===== src/rtl/core/srs_pkg.sv =====
// Shared types and constants for the SPI register access slave.
package srs_pkg;

	localparam int DefBufferBytes = 12;
	localparam int NumRegs        = 2;
	localparam int IdxBits        = 4;

	typedef enum logic [1:0] {
		KIND_START = 2'd0,
		KIND_END   = 2'd1,
		KIND_BYTE  = 2'd2
	} kind_t;

	typedef enum logic [2:0] {
		PH_IDLE   = 3'd0,
		PH_CMD    = 3'd1,
		PH_RD_ARM = 3'd2,
		PH_RD     = 3'd3,
		PH_WR_ARM = 3'd4,
		PH_WR     = 3'd5
	} phase_t;

	localparam logic [2:0] RC_OK      = 3'd0;
	localparam logic [2:0] RC_ABORTED = 3'd1;
	localparam logic [2:0] RC_BADREG  = 3'd2;
	localparam logic [2:0] RC_BADOP   = 3'd3;
	localparam logic [2:0] RC_BADLEN  = 3'd4;

	typedef struct packed {
		logic [1:0] kind;
		logic [7:0] data_byte;
	} evt_t;

	typedef struct packed {
		logic [7:0] tx_byte;
		logic [2:0] status_code;
	} res_t;

	typedef struct packed {
		logic hit;
		res_t word;
	} srs_result_t;

endpackage


===== src/rtl/core/srs_core.sv =====
// Protocol state, register buffer and per-event decode of the register access slave.
module srs_core import srs_pkg::*; #(
	parameter int BUFFER_BYTES = DefBufferBytes
) (
	input  logic        clk,
	input  logic        arst_n,
	input  evt_t        evt,
	input  logic        step,
	output srs_result_t result
);

	localparam int AddrW = (BUFFER_BYTES > 1) ? $clog2(BUFFER_BYTES) : 1;
	localparam logic [IdxBits-1:0] BufLen = IdxBits'(BUFFER_BYTES);

	phase_t              phase_q, phase_d;
	logic                sel_q, sel_d;
	logic [IdxBits-1:0]  idx_q, idx_d;
	logic [2:0]          rc_q, rc_d;
	logic [7:0]          buf_q [BUFFER_BYTES];

	logic [IdxBits-1:0]  len;
	logic [6:0]          reg_num;
	logic                wr_flag;
	logic                wr_en;
	logic                in_buf;
	logic [7:0]          rd_byte;

	assign len     = sel_q ? BufLen : IdxBits'(1);
	assign reg_num = evt.data_byte[6:0];
	assign wr_flag = evt.data_byte[7];
	assign in_buf  = (idx_q < BufLen);
	assign rd_byte = !sel_q ? {5'b0, rc_q} : (in_buf ? buf_q[idx_q[AddrW-1:0]] : 8'h00);

	always_comb begin
		phase_d = phase_q;
		sel_d   = sel_q;
		idx_d   = idx_q;
		rc_d    = rc_q;
		wr_en   = 1'b0;
		result  = '0;
		case (evt.kind)
			KIND_START: begin
				phase_d = PH_CMD;
				idx_d   = '0;
				rc_d    = RC_OK;
			end
			KIND_END: begin
				if (phase_q != PH_IDLE) begin
					rc_d = RC_ABORTED;
				end
				phase_d = PH_IDLE;
			end
			KIND_BYTE: begin
				case (phase_q)
					PH_CMD: begin
						rc_d = RC_OK;
						if (reg_num >= 7'(NumRegs)) begin
							rc_d    = RC_BADREG;
							sel_d   = 1'b0;
							phase_d = PH_IDLE;
						end else begin
							sel_d = reg_num[0];
							if (reg_num == 7'd0 && wr_flag) begin
								rc_d    = RC_BADOP;
								phase_d = PH_IDLE;
							end else begin
								phase_d = wr_flag ? PH_WR_ARM : PH_RD_ARM;
							end
						end
						result.hit              = 1'b1;
						result.word.tx_byte     = {5'b0, rc_d};
						result.word.status_code = rc_d;
					end
					PH_WR_ARM, PH_WR: begin
						phase_d = PH_WR;
						wr_en   = (idx_q < len) && sel_q && in_buf;
						if (idx_q == len - IdxBits'(1)) begin
							phase_d = PH_IDLE;
						end
						idx_d = idx_q + IdxBits'(1);
					end
					PH_RD_ARM, PH_RD: begin
						phase_d = PH_RD;
						if (idx_q < len) begin
							result.hit              = 1'b1;
							result.word.tx_byte     = rd_byte;
							result.word.status_code = rc_q;
						end
						if (idx_q == len) begin
							phase_d = PH_IDLE;
						end
						idx_d = idx_q + IdxBits'(1);
					end
					default: begin
						// A byte outside any frame counts as a length error once.
						if (rc_q == RC_OK) begin
							rc_d = RC_BADLEN;
						end
					end
				endcase
			end
			default: begin
			end
		endcase
	end

	always_ff @(posedge clk or negedge arst_n) begin
		if (!arst_n) begin
			phase_q <= PH_IDLE;
			sel_q   <= 1'b0;
			idx_q   <= '0;
			rc_q    <= RC_OK;
		end else if (step) begin
			phase_q <= phase_d;
			sel_q   <= sel_d;
			idx_q   <= idx_d;
			rc_q    <= rc_d;
		end
	end

	always_ff @(posedge clk or negedge arst_n) begin
		if (!arst_n) begin
			for (int i = 0; i < BUFFER_BYTES; i++) begin
				buf_q[i] <= 8'h00;
			end
		end else if (step && wr_en) begin
			buf_q[idx_q[AddrW-1:0]] <= evt.data_byte;
		end
	end

endmodule


===== src/rtl/core/spi_register_access_slave.sv =====
// Top level of the SPI register access slave: input register, protocol core, result register.
// The block follows the register protocol of an SPI slave, one event word at a time: frame
// start, frame end, or a byte received from the master. The first byte after a frame start
// is a command (register number in bits 6:0, write flag in bit 7); it answers with one result
// word carrying the status code. Bytes of a read frame answer with the next register byte
// while any is left, and one byte past the end closes the read without an answer; bytes
// of a write frame are stored and answer nothing. Register 0 is the read-only status byte,
// register 1 a BUFFER_BYTES byte buffer that reset clears. An accepted event is held in the
// input register and decoded against the protocol state there; its result word (if any)
// goes to the result register and res. One event is taken every cycle; the only stall is in
// the result register, when it holds an untaken word and the input event would yield another.
module spi_register_access_slave import srs_pkg::*; #(
	parameter int BUFFER_BYTES = DefBufferBytes
) (
	input  logic clk,
	input  logic arst_n,
	input  logic evt_valid,
	output logic evt_ready,
	input  evt_t evt,
	output logic res_valid,
	input  logic res_ready,
	output res_t res
);

	// Input register holding the event under decode.
	logic        valid_s1;
	evt_t        evt_s1;

	// Result register toward the consumer.
	logic        res_valid_q;
	res_t        res_q;

	srs_result_t result;
	logic        advance;

	// The event leaves the input register unless it has a word to deliver and the result
	// register is still occupied.
	assign advance   = valid_s1 && (!result.hit || !res_valid_q || res_ready);
	assign evt_ready = !valid_s1 || advance;

	srs_core #(
		.BUFFER_BYTES(BUFFER_BYTES)
	) u_core (
		.clk    (clk),
		.arst_n (arst_n),
		.evt    (evt_s1),
		.step   (advance),
		.result (result)
	);

	always_ff @(posedge clk or negedge arst_n) begin
		if (!arst_n) begin
			valid_s1 <= 1'b0;
		end else if (evt_valid && evt_ready) begin
			valid_s1 <= 1'b1;
		end else if (advance) begin
			valid_s1 <= 1'b0;
		end
	end

	always_ff @(posedge clk) begin
		if (evt_valid && evt_ready) begin
			evt_s1 <= evt;
		end
	end

	always_ff @(posedge clk or negedge arst_n) begin
		if (!arst_n) begin
			res_valid_q <= 1'b0;
		end else if (advance && result.hit) begin
			res_valid_q <= 1'b1;
		end else if (res_ready) begin
			res_valid_q <= 1'b0;
		end
	end

	always_ff @(posedge clk) begin
		if (advance && result.hit) begin
			res_q <= result.word;
		end
	end

	assign res_valid = res_valid_q;
	assign res       = res_q;

endmodule


===== config.mk =====
export PLATFORM = sky130hd
export DESIGN_NAME = spi_register_access_slave
export DESIGN_NICKNAME = d
export VERILOG_FILES = /design/src/rtl/core/srs_pkg.sv /design/src/rtl/core/srs_core.sv /design/src/rtl/core/spi_register_access_slave.sv
export SDC_FILE = /design/constraint.sdc
export NUM_CORES = 1
export LEC_CHECK = 0
export BUFFER_PORTS_ARGS = -buffer_cell sky130_fd_sc_hd__buf_2
export CAP_MARGIN = 10
export CORE_MARGIN = 10
export CORE_UTILIZATION = 35
export CTS_CLUSTER_DIAMETER = 80
export CTS_CLUSTER_SIZE = 20
export DETAILED_ROUTE_END_ITERATION = 10
export PLACE_DENSITY = 0.57
export REMOVE_ABC_BUFFERS = 1
export SLEW_MARGIN = 20
export SYNTH_ARGS = -nofsm -noshare
export SYNTH_HDL_FRONTEND = slang
export SYNTH_SLANG_ARGS = --single-unit

===== constraint.sdc =====
create_clock -name clk -period 7.6 [get_ports clk]
set_input_delay 0 -clock clk [delete_from_list [all_inputs] [get_ports clk]]
set_output_delay 0 -clock clk [all_outputs]
set_load 0.02 [all_outputs]

# Word-level counts from Yosys, hierarchy flattened
# Cells that the tools add are included.
totals:
  regBits: 130
  input_bits: 14
op_classes:
  add_sub_neg: 2
  order_cmp: 5
  n_eq_ne: 14
  muxes: 34
  n_bitwise: 1
  reduce_logical: 29
ops:
  columns: ["op", "n"]
  rows:
  - ["$bwmux W96", 1]
  - ["$mux W8", 5]
  - ["$bmux W8 S4", 1]
  - ["$demux W8 S4", 1]
  - ["$pmux W3 S3", 3]
  - ["$mux W12", 2]
  - ["$pmux W12 S2", 1]
  - ["$mux W3", 7]
  - ["$reduce_and A3 Y1", 3]
  - ["$eq A4 B4 Y1", 2]
  - ["$logic_and A1 B1 Y1", 8]
  - ["$mux W4", 2]
  - ["$pmux W4 S2", 1]
  - ["$ge A7 B2 Y1 const B", 1]
  - ["$logic_not A7 Y1", 1]
  - ["$mux W1", 7]
  - ["$eq A3 B2 Y1 const B", 2]
  - ["$eq A3 B3 Y1 const B", 2]
  - ["$pmux W3 S2", 1]
  - ["$reduce_bool A2 Y1", 3]
  - ["$reduce_bool A3 Y1", 2]
  - ["$ge A5 B5 Y1 const B", 1]
  - ["$lt A5 B1 Y1 const B", 1]
  - ["$not A4 Y5", 1]
  - ["other kinds (19)", 26]

# Logic depth before layout (Yosys ltp)
# Gate-level depths: netlist of the first run.
logic_depth:
  depth_word: 16
  depth_mapped: 10

# Cells and area by module
# A second synthesis of the first run with hierarchy kept.
hier_totals:
  cells_unflattened: 437
  hier_area_um2: 6213.5
by_module_without_submodules:
  columns: ["mod", "n_inst", "cells_each", "area_each_um2"]
  rows:
  - ["srs_core", 1, 406, 5475.3]
  - ["spi_register_access_slave", 1, 31, 738.2]

# Worst setup path before layout of the first run
# No wires, ideal clock.
synth_path:
  path_type: "register to register"
  start: "register u_core.idx_q[0]"
  end: "register evt_s1[0] in the netlist's numbering, enable pin"
  setup_ns: 0.343
  arrival_ns: 2.595
  required_ns: 7.257
  setup_slack_ns: 4.662
  path_stages_with_launch: 11
  path_buffers: 3
  cell_sequence: "dfrtp_1 > buf_2 > buf_2 > inv_1 > ha_1 > nand2b_1 > a21oi_1 > and3_1 > clkbuf_1 > o211ai_1 > and2_1"
synth_between:
  elab_chain_len: 10
synth_lines:
  columns: ["element", "line_no", "source"]
  rows:
  - ["from (decl)", "srs_core.sv:17", "logic [IdxBits-1:0] idx_q, idx_d;"]
  - ["from (signal assigned)", "srs_core.sv:116", "idx_q <= idx_d;"]
  - ["$lt A4 B4 Y1", "srs_core.sv:84", "if (idx_q < len) begin"]
  - ["$mux W12", "srs_core.sv:84", null]
  - ["$pmux W12 S2", "srs_core.sv:54", "case (phase_q)"]
  - ["$mux W12", "srs_core.sv:41", "case (evt.kind)"]
  - ["$logic_not A1 Y1", "spi_register_access_slave.sv:38", "assign advance = valid_s1 && (!result.hit || !res_valid_q || res_ready);"]
  - ["$logic_or A1 B1 Y1 (2 in a row)", "spi_register_access_slave.sv:38", null]
  - ["$logic_and A1 B1 Y1", "spi_register_access_slave.sv:38", null]
  - ["$logic_or A1 B1 Y1", "spi_register_access_slave.sv:39", "assign evt_ready = !valid_s1 || advance;"]
  - ["named net evt_ready", "spi_register_access_slave.sv:18", "output logic evt_ready,"]
  - ["$logic_and A1 B1 Y1", "spi_register_access_slave.sv:62", "if (evt_valid && evt_ready) begin"]
  - ["to (signal assigned)", "spi_register_access_slave.sv:63", "evt_s1 <= evt;"]
  - ["to (decl)", "spi_register_access_slave.sv:27", "evt_t evt_s1;"]
# The timed path passes the listed nets, and every way through them passes these cells.
# A chain may end at the register's enable or synchronous reset.

# Worst setup path after layout of the first run
layout_path:
  start: "register u_core.idx_q[3]"
  end: "register u_core.buf_q[94] in the netlist's numbering"
layout_between:
  elab_chain_len: 9
  elab_cells_between_ends: 21
  cone_classes: "order compare (4); mux (8); bitwise (1); reduce/logical (8)"
layout_lines:
  columns: ["element", "line_no", "source"]
  rows:
  - ["$lt A4 B4 Y1", "srs_core.sv:76, srs_core.sv:84", null]
  - ["$mux W12", "srs_core.sv:84", null]
  - ["$pmux W12 S2", "srs_core.sv:54", null]
  - ["$mux W12", "srs_core.sv:41", null]
  - ["$logic_not A1 Y1", "spi_register_access_slave.sv:38", null]
  - ["$logic_or A1 B1 Y1 (2 in a row)", "spi_register_access_slave.sv:38", null]
  - ["$logic_and A1 B1 Y1", "spi_register_access_slave.sv:38", null]
  - ["$logic_and A1 B1 Y1", "srs_core.sv:126", "end else if (step && wr_en) begin"]
  - ["to (signal, indexed assignment)", "srs_core.sv:127", "buf_q[idx_q[AddrW-1:0]] <= evt.data_byte;"]
  - ["to (decl)", "srs_core.sv:19", "logic [7:0] buf_q [BUFFER_BYTES];"]
# Parallel ways exist; a longest one is shown, timed or not.

==> results of run 1 <==
==> report_power, final <==
group / total (W) / switching (W) / leakage [nW] / internal (W)
Sequential: 0.000736 / 0.0000181 / 1.71 / 0.000718
Combinational: 0.0000634 / 0.0000397 / 1.32 / 0.0000237
Clock: 0.000778 / 0.000306 / 0.284 / 0.000472
Total: 0.00158 / 0.000364 / 3.32 / 0.00121
==> final cells by class <==
class / instances / area, sq um / share of cell area
inverter: 8 / 30.0 / 0.00410
tap: 225 / 282 / 0.0384
multi-input combinational: 284 / 2790 / 0.381
clock inverter: 10 / 71.3 / 0.00973
timing repair buffer: 42 / 288 / 0.0393
sequential: 130 / 3360 / 0.458
clock buffer: 22 / 505 / 0.0690
==> state kept, by name, indices dropped and copies added, names as in the netlist <==
signal          flops
u_core.idx_q        4
res_valid           1
res                11
u_core.sel_q        1
u_core.buf_q       96
valid_s1            1
u_core.phase_q      3
evt_s1             10
u_core.rc_q         3
==> layer usage <==
layer / wire length (um) / vias up / share of wire
met5: 0 / - / 0
met4: 158 / 0 / 0.012
met3: 882 / 8 / 0.064
met2: 6740 / 75 / 0.49
met1: 5920 / 1953 / 0.43
li1: - / 1733 / -
==> worst max-delay path, stage by stage (launching register included) <==
cell and delay [ns]:
dfrtp_1 0.88, ha_1 0.40, a21o_1 0.23, a211oi_2 0.32
or4b_1 0.80, nor2_8 0.31, mux2_2 0.37
==> synthesized netlist by cell type, types with 3 or more instances <==
cell type,count
a211oi_1,3
a21oi_1,7
a22o_1,4
and2_1,9
buf_1,3
buf_2,9
clkbuf_1,14
dfrtp_1,109
edfxtp_1,21
ha_1,11
inv_1,8
mux2_1,3
mux2_2,97
mux2i_1,9
mux4_2,24
nand2_1,31
nand2b_1,5
nand3_1,6
nand3b_1,4
nand4b_1,3
nor2_1,7
nor2_2,8
nor2_8,4
nor2b_1,3
nor3_1,4
o211ai_1,6
o21ai_0,10
==> kinds of logic after synthesis <==
family                   Yosys count
multiplexers                     133
buffers and inverters             35
AND/OR/NAND/NOR                   92
adder cells (fa/ha/maj)           11
XOR/XNOR                           3
AO/OA/AOI/OAI                     45
flip-flops                       130
==> metrics by stage <==
step	total power (W)	instance area [sq um]	cells
floorplan	0.000773	6180	422
global placement	0.000806	6610	675
detailed placement	0.000807	6610	675
CTS	0.00160	7320	721
global route	0.00164	7330	721
finish	0.00158	7330	721
==> worst paths after layout <==
kind	startpoint	endpoint	depth (start not counted)
max in group asynchronous	arst_n	u_core.idx_q[0]	3
min in group clk	evt[6]	evt_s1[6]	2
setup / recovery	u_core.idx_q[3]	u_core.buf_q[94]	6
hold / removal	arst_n	u_core.phase_q[2]	2
setup reg to reg	u_core.idx_q[3]	u_core.buf_q[94]	6
hold reg to reg	u_core.buf_q[80]	u_core.buf_q[80]	1
==> results_dict.tcl, run 1 <==
set metrics [dict create \
    synth-compound-area-share 0.0497 \
    worst_pin_slew_ns 0.997 \
    grt_pass1_wl_um 22600 \
    grt_overflow 0 \
    slew_violations 0 \
    hold_class "in -> async" \
    synth_top_family_by_area "multiplexers" \
    setup_viol 0 \
    diodes 0 \
    dieArea_sq_um 23800 \
    grt_usage 0.121 \
    final_cell_mix "dfrtp_1 (108), mux2_2 (97), nand2_1 (31), buf_2 (25), mux4_2 (24)" \
    area_growth_pct 16.4 \
    io_buffer_count 26 \
    tritoncts "yes" \
    fin_ws_ns 4.17 \
    root_buffer "clkbuf_16" \
    grt_start_max_net_pins 74 \
    fillCellCount 1582 \
    timing.fmax_mhz 292 \
    cts_hold_buf 14 \
    peakVddDrop_v 0.000171 \
    use_met1 0.151 \
    numCtsBuffers 17 \
    dr.first_iter.drc_count 270 \
    fin_setup_tns_ns 0 \
    cts_resized 0 \
    synthCells 449 \
    rows 48 \
    clkSinkCount 130 \
    cp-start-kind "flop" \
    grt_antenna_before_repair 0 \
    synthAdderAreaFrac 0.0219 \
    synth_cell_types 50 \
    avgSynthCellArea_sq_um 14.0 \
    vias 3769 \
    synth_top_area_frac 0.433 \
    die_y_um 154 \
    fin_crit_ns 3.43 \
    drc 0 \
    drive_above_1_share 0.403 \
    synth.area.top_cells "dfrtp_1 (43%), mux2_2 (17%), edfxtp_1 (10%)" \
    wirelength_um 13700 \
    dp_hpwl_um 9100 \
    async_reset_ff_frac 0.838 \
    synthMuxAreaShare 0.279 \
    ios 27 \
    finalHoldViolations 0 \
    synth_area_leader_cell "dfrtp_1" \
    rsz0062_at_grt "no" \
    p_per_area_nw_per_um2 215 \
    worst-path-max-fanout 17 \
    grt_pass1_vias 4057 \
    final_util 0.419 \
    clk_path_buf_depth 2 \
    dr.pass1.iters 6 \
    worst-setup-path-type "reg -> reg" \
    core-area_sq_um 17500 \
    required_ns 7.90 \
    synth_area_sq_um 6300 \
    synth-edff-count 21 \
    yosys_warnings 0 \
    finClkSkew_ns 0.00766 \
    mostFrequentLayoutCell "dfrtp_1" \
    max_cap_viol_count 0 \
    gr-usage-met3 0.0407 \
    place_congestion 0.788 \
    clock_latency_ns 0.42 \
    fin_hold_ws_ns 0.0800 \
    ys_ff_latch 130 \
    power_leakage_nw 3.32 \
    worstSetupEndpointType "flop" \
    wire_per_inst_um 19.0 \
    synthFlopType "dfrtp_1" \
    ff2ff_setup_slack_ns 4.17 \
    die_w_um 154 \
    status "completed" \
    top_usage_layer "met2" \
    post_cts_buffers 0 \
    max_slew_margin 0.335 \
    use_met2 0.193 \
    period_share 0.451 \
    clk_pin_slew_ns 0.06 \
    final_nets 508 \
    cp.arrival_ns 3.73 \
    synth-seq-area-share 0.533 \
    synth_xor_area_frac 0.00417 \
    ant_nets 0 \
    viasPerCell 5.23 \
    cts_max_level 4 \
    start_util 0.360 \
    place_ws_ns 4.11 \
    yosys.area_share.simple 0.0882 \
]
No activity file was read; power rests on OpenSTA's default activity.
==> run 2: changes to the inputs <==
--- a/config.mk
+++ b/config.mk
@@ -12,7 +12,7 @@
 export CTS_CLUSTER_DIAMETER = 80
 export CTS_CLUSTER_SIZE = 20
 export DETAILED_ROUTE_END_ITERATION = 10
-export PLACE_DENSITY = 0.57
+export PLACE_DENSITY = 0.59
 export REMOVE_ABC_BUFFERS = 1
 export SLEW_MARGIN = 20
 export SYNTH_ARGS = -nofsm -noshare
==> constraint.sdc (replaced) <==
create_clock -name clk -period 3 [get_ports clk]
set_input_delay 0 -clock clk [delete_from_list [all_inputs] [get_ports clk]]
set_output_delay 0 -clock clk [all_outputs]
set_load 0.02 [all_outputs]
==> run 2 against run 1 <==
Against the previous run:
- critical path depth increased by 2
- routed wire length increased by 3.6%
- critical path type unchanged
- register-to-register slack got worse by 3.9 ns
==> results_dict.tcl, run 2 (synthesized netlist as in run 1, its figures left out) <==
set metrics [dict create \
    status "completed" \
    dr.first_iter.drc_count 248 \
    p_total_w 0.00405 \
    mostFrequentLayoutCell "dfrtp_1" \
    max_cap_viol_count 0 \
    placed_area_sq_um 6760 \
    final-seq-area_sq_um 3360 \
    grt_overflow 0 \
    rsz0062_at_grt "no" \
    worst-setup-path-type "reg -> reg" \
    max_slew_margin 0.482 \
    p_per_area_nw_per_um2 542 \
    fillCellCount 1594 \
    grt_usage 0.126 \
    wirelength_um 14200 \
    cp.arrival_ns 3.08 \
    tritoncts "yes" \
    clkSinkCount 130 \
    final_cell_mix "dfrtp_1 (108), mux2_2 (97), nand2_1 (31), buf_2 (25), mux4_2 (24)" \
    final_nets 526 \
    root_buffer "clkbuf_16" \
    slew_violations 0 \
    largest_register_ffs 96 \
    cts_max_level 4 \
    drc 0 \
    clock_latency_ns 0.42 \
    grt_pass1_vias 4166 \
    worst-path-max-fanout 8 \
    io_buffer_count 26 \
    ant_nets 0 \
    multi_input_area_sq_um 2790 \
    diodes 0 \
    finClkSkew_ns 0.00972 \
    viasPerCell 5.26 \
    start_util 0.360 \
    place_ws_ns 0.252 \
    drive_above_1_share 0.420 \
    numCtsBuffers 17 \
    use_met2 0.196 \
    period_share 0.925 \
    die_w_um 154 \
    dieArea_sq_um 23800 \
    clk_path_buf_depth 2 \
    startpoint "u_core.sel_q" \
    use_met1 0.163 \
    grt_pass1_wl_um 23400 \
    clk_pin_slew_ns 0.06 \
    stdcell_area_sq_um 7470 \
    hold_class "in -> async" \
    worst_pin_slew_ns 0.776 \
    place_congestion 0.818 \
    power_leakage_nw 3.42 \
    regMostFlops "u_core.buf_q" \
    wire_per_inst_um 19.2 \
    fin_ws_ns 0.226 \
    core-area_sq_um 17500 \
    fin_crit_ns 2.77 \
    peakVddDrop_v 0.000384 \
    dr.pass1.iters 8 \
    area_growth_pct 18.7 \
    rows 48 \
    top_usage_layer "met2" \
    cp-start-kind "flop" \
    die_y_um 154 \
    ios 27 \
    grt_antenna_before_repair 0 \
    cts_resized 0 \
    worstSetupEndpointType "flop" \
    setup_viol 0 \
    reg2reg_depth 8 \
    gr-usage-met3 0.0354 \
    finalHoldViolations 0 \
    dp_hpwl_um 9550 \
    timing.fmax_mhz 360 \
    required_ns 3.30 \
    grt_start_max_net_pins 60 \
    vias 3887 \
    r2r-start "u_core.sel_q" \
]
-- run 2: changes by cell type in the layout (fill, tap and decap cells not counted), sizes merged --
cell    previous run  this run
buf               28        46
clkbuf            22        19
inv               11        13
bufinv             0         1
-- run 2: final timing paths --
kind                                    end  slack (ns)
max                        u_core.buf_q[75]        0.23
min in group clk                  evt_s1[1]        0.28
min                                valid_s1        0.20
max in group asynchronous  u_core.buf_q[70]        2.06
max reg2reg                u_core.buf_q[75]        0.23
min reg2reg                u_core.buf_q[73]        0.50
-- run 2: cell type report --
class | instances | share of cell area
inverter | 8 | 0.00402
multi-input combinational | 284 | 0.373
sequential | 130 | 0.449
tap | 225 | 0.0377
timing repair buffer | 60 | 0.0583
clock inverter | 13 | 0.0167
clock buffer | 19 | 0.0608
-- run 2: layer usage --
metal / share of wire / up-vias
met4: 0.019 / 0
met2: 0.48 / 80
met3: 0.047 / 22
li1: - / 1762
met1: 0.45 / 2023
met5: 0 / -
-- run 2: worst max-delay path: stages (launching register included) --
cell	delay (ns)
dfrtp_1	0.38
inv_1	0.18
ha_1	0.31
and2_1	0.22
a211oi_2	0.32
or4b_1	0.48
buf_4	0.22
nor2_8	0.19
mux2_2	0.36
-- run 2: what timing repair did --
item,4_1_cts,5_1_grt
buffers inserted,0,0
hold buffers,14,0
hold endpoints to repair,70,0
-- run 2: per-stage QoR --
step                 util  hold WS (ns)  setup TNS (ns)  cells
detailed placement  0.387         0.126               0    693
global route        0.428         0.257               0    739
global placement    0.387         0.111               0    693
finish              0.428         0.197               0    739
floorplan               -        -0.296           -9.08    422
CTS                 0.428         0.221               0    739
-- run 2: where the power goes --
group | switching (W) | internal (W)
registers | 0.0000291 | 0.00182
logic | 0.000119 | 0.0000688
clock network | 0.000816 | 0.00120
==> run 3: changes to the inputs <==
--- a/config.mk
+++ b/config.mk
@@ -5,14 +5,15 @@
 export SDC_FILE = /design/constraint.sdc
 export NUM_CORES = 1
 export LEC_CHECK = 0
+export ABC_AREA = 1
 export BUFFER_PORTS_ARGS = -buffer_cell sky130_fd_sc_hd__buf_2
 export CAP_MARGIN = 10
 export CORE_MARGIN = 10
-export CORE_UTILIZATION = 35
+export CORE_UTILIZATION = 40
 export CTS_CLUSTER_DIAMETER = 80
 export CTS_CLUSTER_SIZE = 20
 export DETAILED_ROUTE_END_ITERATION = 10
-export PLACE_DENSITY = 0.59
+export PLACE_DENSITY = 0.65
 export REMOVE_ABC_BUFFERS = 1
 export SLEW_MARGIN = 20
 export SYNTH_ARGS = -nofsm -noshare
==> run 3 against run 2 <==
Against the previous run:
- combinational power grew to 2.9 times the previous value
- area after synthesis grew 6.0%
- largest cell class unchanged
- critical path depth grew 3
- sequential power is essentially flat
- synthesized cell count grew 84%
- via count grew 55%
- final cell count grew 47%
- non-clock buffer count grew 4
- clock skew grew 0.0044 ns
==> results_dict.tcl, run 3 <==
set metrics [dict create \
    finalHoldViolations 0 \
    clock_latency_ns 0.43 \
    final_util 0.475 \
    grt_pass1_vias 5775 \
    mostFrequentLayoutCell "nand2_1" \
    period_share 0.875 \
    fin_crit_ns 2.62 \
    rows 47 \
    ios 27 \
    timing.fmax_mhz 381 \
    worstSetupEndpointType "flop" \
    grt_overflow 0 \
    async_reset_ff_frac 0.838 \
    drc 0 \
    vias 6031 \
    final_nets 881 \
    tritoncts "yes" \
    max_cap_viol_count 0 \
    comb_power_share 0.118 \
    p_sw_w 0.00123 \
    ff2ff_setup_slack_ns 0.38 \
    grt_pass1_wl_um 31300 \
    numCtsBuffers 17 \
    diodes 0 \
    peakVddDrop_v 0.000428 \
    reg2reg_depth 11 \
    required_ns 3.31 \
    cts_resized 0 \
    p_int_w 0.00336 \
    cp.arrival_ns 2.93 \
    synth_cell_types 26 \
    dieArea_sq_um 22300 \
    place_ws_ns 0.274 \
    multi_input_area_sq_um 2930 \
    power.share.switching 0.268 \
    power_leakage_nw 3.91 \
    r2r-start "u_core.sel_q" \
    avgSynthCellArea_sq_um 8.09 \
    worst-path-max-fanout 15 \
    place_congestion 0.882 \
    synth_most_common_cell "nand2_1" \
    grt_start_max_net_pins 103 \
    dr.pass1.iters 7 \
    area_growth_pct 17.1 \
    cts_max_level 4 \
    synth-edff-count 21 \
    synth_area_leader_cell "dfrtp_1" \
    synth_area_sq_um 6680 \
    slew_violations 0 \
    start_util 0.405 \
    p_per_area_nw_per_um2 587 \
    final-seq-area_sq_um 3360 \
    worst-setup-path-type "reg -> reg" \
    ant_nets 0 \
    ys_ff_latch 130 \
    root_buffer "clkbuf_16" \
    synth_top_area_frac 0.409 \
    final_cell_mix "nand2_1 (273), nand4_1 (111), dfrtp_1 (109), nor2_1 (73), o21ai_0 (63)" \
    synthCells 825 \
    seqPwrFrac 0.403 \
    rsz0062_at_grt "no" \
    synthTopCellsByCount "nand2_1 (273), nand4_1 (111), dfrtp_1 (109), nor2_1 (73), o21ai_0 (63)" \
    largest_register_ffs 96 \
    worst_pin_slew_ns 0.819 \
    synthFlopType "dfrtp_1" \
    die_w_um 149 \
    r2r-end "u_core.buf_q[10]" \
    clk_path_buf_depth 2 \
    cp-start-kind "flop" \
    dp_hpwl_um 11900 \
    status "completed" \
    dr.first_iter.drc_count 581 \
    viasPerCell 5.54 \
    yosys_warnings 0 \
    wirelength_um 18900 \
    power_frac_clock 0.479 \
    clk_pin_slew_ns 0.06 \
    core-area_sq_um 16500 \
    hold_class "in -> async" \
    fillCellCount 1605 \
    max_slew_margin 0.454 \
    clkSinkCount 130 \
    wire_per_inst_um 17.4 \
    synth-seq-area-share 0.503 \
    synth.area.top_cells "dfrtp_1 (41%), nand2_1 (15%), nand4_1 (10%)" \
    grt_antenna_before_repair 0 \
    fin_ws_ns 0.376 \
    finClkSkew_ns 0.0141 \
    io_buffer_count 26 \
    fin_hold_ws_ns 0.215 \
    grt_usage 0.176 \
    regMostFlops "u_core.buf_q" \
    drive_above_1_share 0.121 \
    setup_viol 0 \
    die_y_um 149 \
]
-- run 3: metrics by stage --
stage	area (sq um)	instances	power [W]	setup TNS, ns
2_1_floorplan	6420	773	0.00218	-396.05
3_3_place_gp	7040	1042	0.00239	0
3_5_place_dp	7040	1042	0.00240	0
4_1_cts	7790	1087	0.00460	0
5_1_grt	7810	1089	0.00476	0
6_report	7810	1089	0.00458	0
-- run 3: power groups by stage --
| stage | clock (W) | combinational, W | sequential (W) |
|---|---|---|---|
| finish | 0.00219 | 0.000543 | 0.00185 |
| detailed placement | 0 | 0.000520 | 0.00188 |
| global route | 0.00230 | 0.000605 | 0.00185 |
| CTS | 0.00222 | 0.000537 | 0.00184 |
| global placement | 0 | 0.000520 | 0.00188 |
| floorplan | 0 | 0.000275 | 0.00191 |
-- run 3: worst max-delay path, cell delays in order (launching register included) --
cell and delay, ns:
dfrtp_1 0.42, inv_2 0.10, ha_1 0.32, nand2_1 0.07, inv_1 0.05, nand2_1 0.07
nand3_1 0.07, nand2_1 0.12, nand2_1 0.50, nand4_1 0.52, nand2_1 0.19, nand2_1 0.06
-- run 3: logic make-up (layout without fill, tap and decap cells) --
| kind of cell | after synthesis | in the layout | synth area share |
|---|---|---|---|
| AO/OA/AOI/OAI | 90 | 90 | 0.0710 |
| adder cells (fa/ha/maj) | 11 | 11 | 0.0206 |
| XOR/XNOR | 3 | 3 | 0.00394 |
| AND/OR/NAND/NOR | 500 | 500 | 0.342 |
| flip-flops | 130 | 130 | 0.503 |
| buffers and inverters | 91 | 135 | 0.0598 |
-- run 3: layout make-up --
cell class	count	share of cell area
flip-flops and latches	130	0.430
multi-input cells	604	0.375
repair buffers	64	0.0624
clock buffers	18	0.0549
well taps	220	0.0352
clock inverters	14	0.0240
inverters	39	0.0187
-- run 3: worst max-delay path by stage --
| stage | from | end | slack [ns] | cells after the start |
|---|---|---|---|---|
| floorplan | u_core.idx_q[0] | res[0] | -4.00 | 9 |
| global placement | u_core.sel_q | u_core.buf_q[11] | 0.39 | 8 |
| detailed placement | u_core.sel_q | u_core.buf_q[10] | 0.27 | 8 |
| CTS | u_core.sel_q | u_core.buf_q[10] | 0.24 | 8 |
| global route | u_core.sel_q | u_core.buf_q[10] | 0.05 | 11 |
| finish | u_core.sel_q | u_core.buf_q[10] | 0.38 | 11 |
-- run 3: repair_timing --
item                                   CTS  global route
hold buffers                            13             0
setup buffers                            0             2
endpoints found under the hold margin   71             0
setup endpoints to repair                0             5
-- run 3: routing by layer --
layer  track usage  share of wire  wire length [um]  vias up
met5             0              0                 0        -
met3        0.0449          0.072              1370       15
met1         0.241           0.46              8730     2917
met2         0.269           0.46              8630      228
li1              -              -                 -     2871
met4        0.0525          0.012               219        0
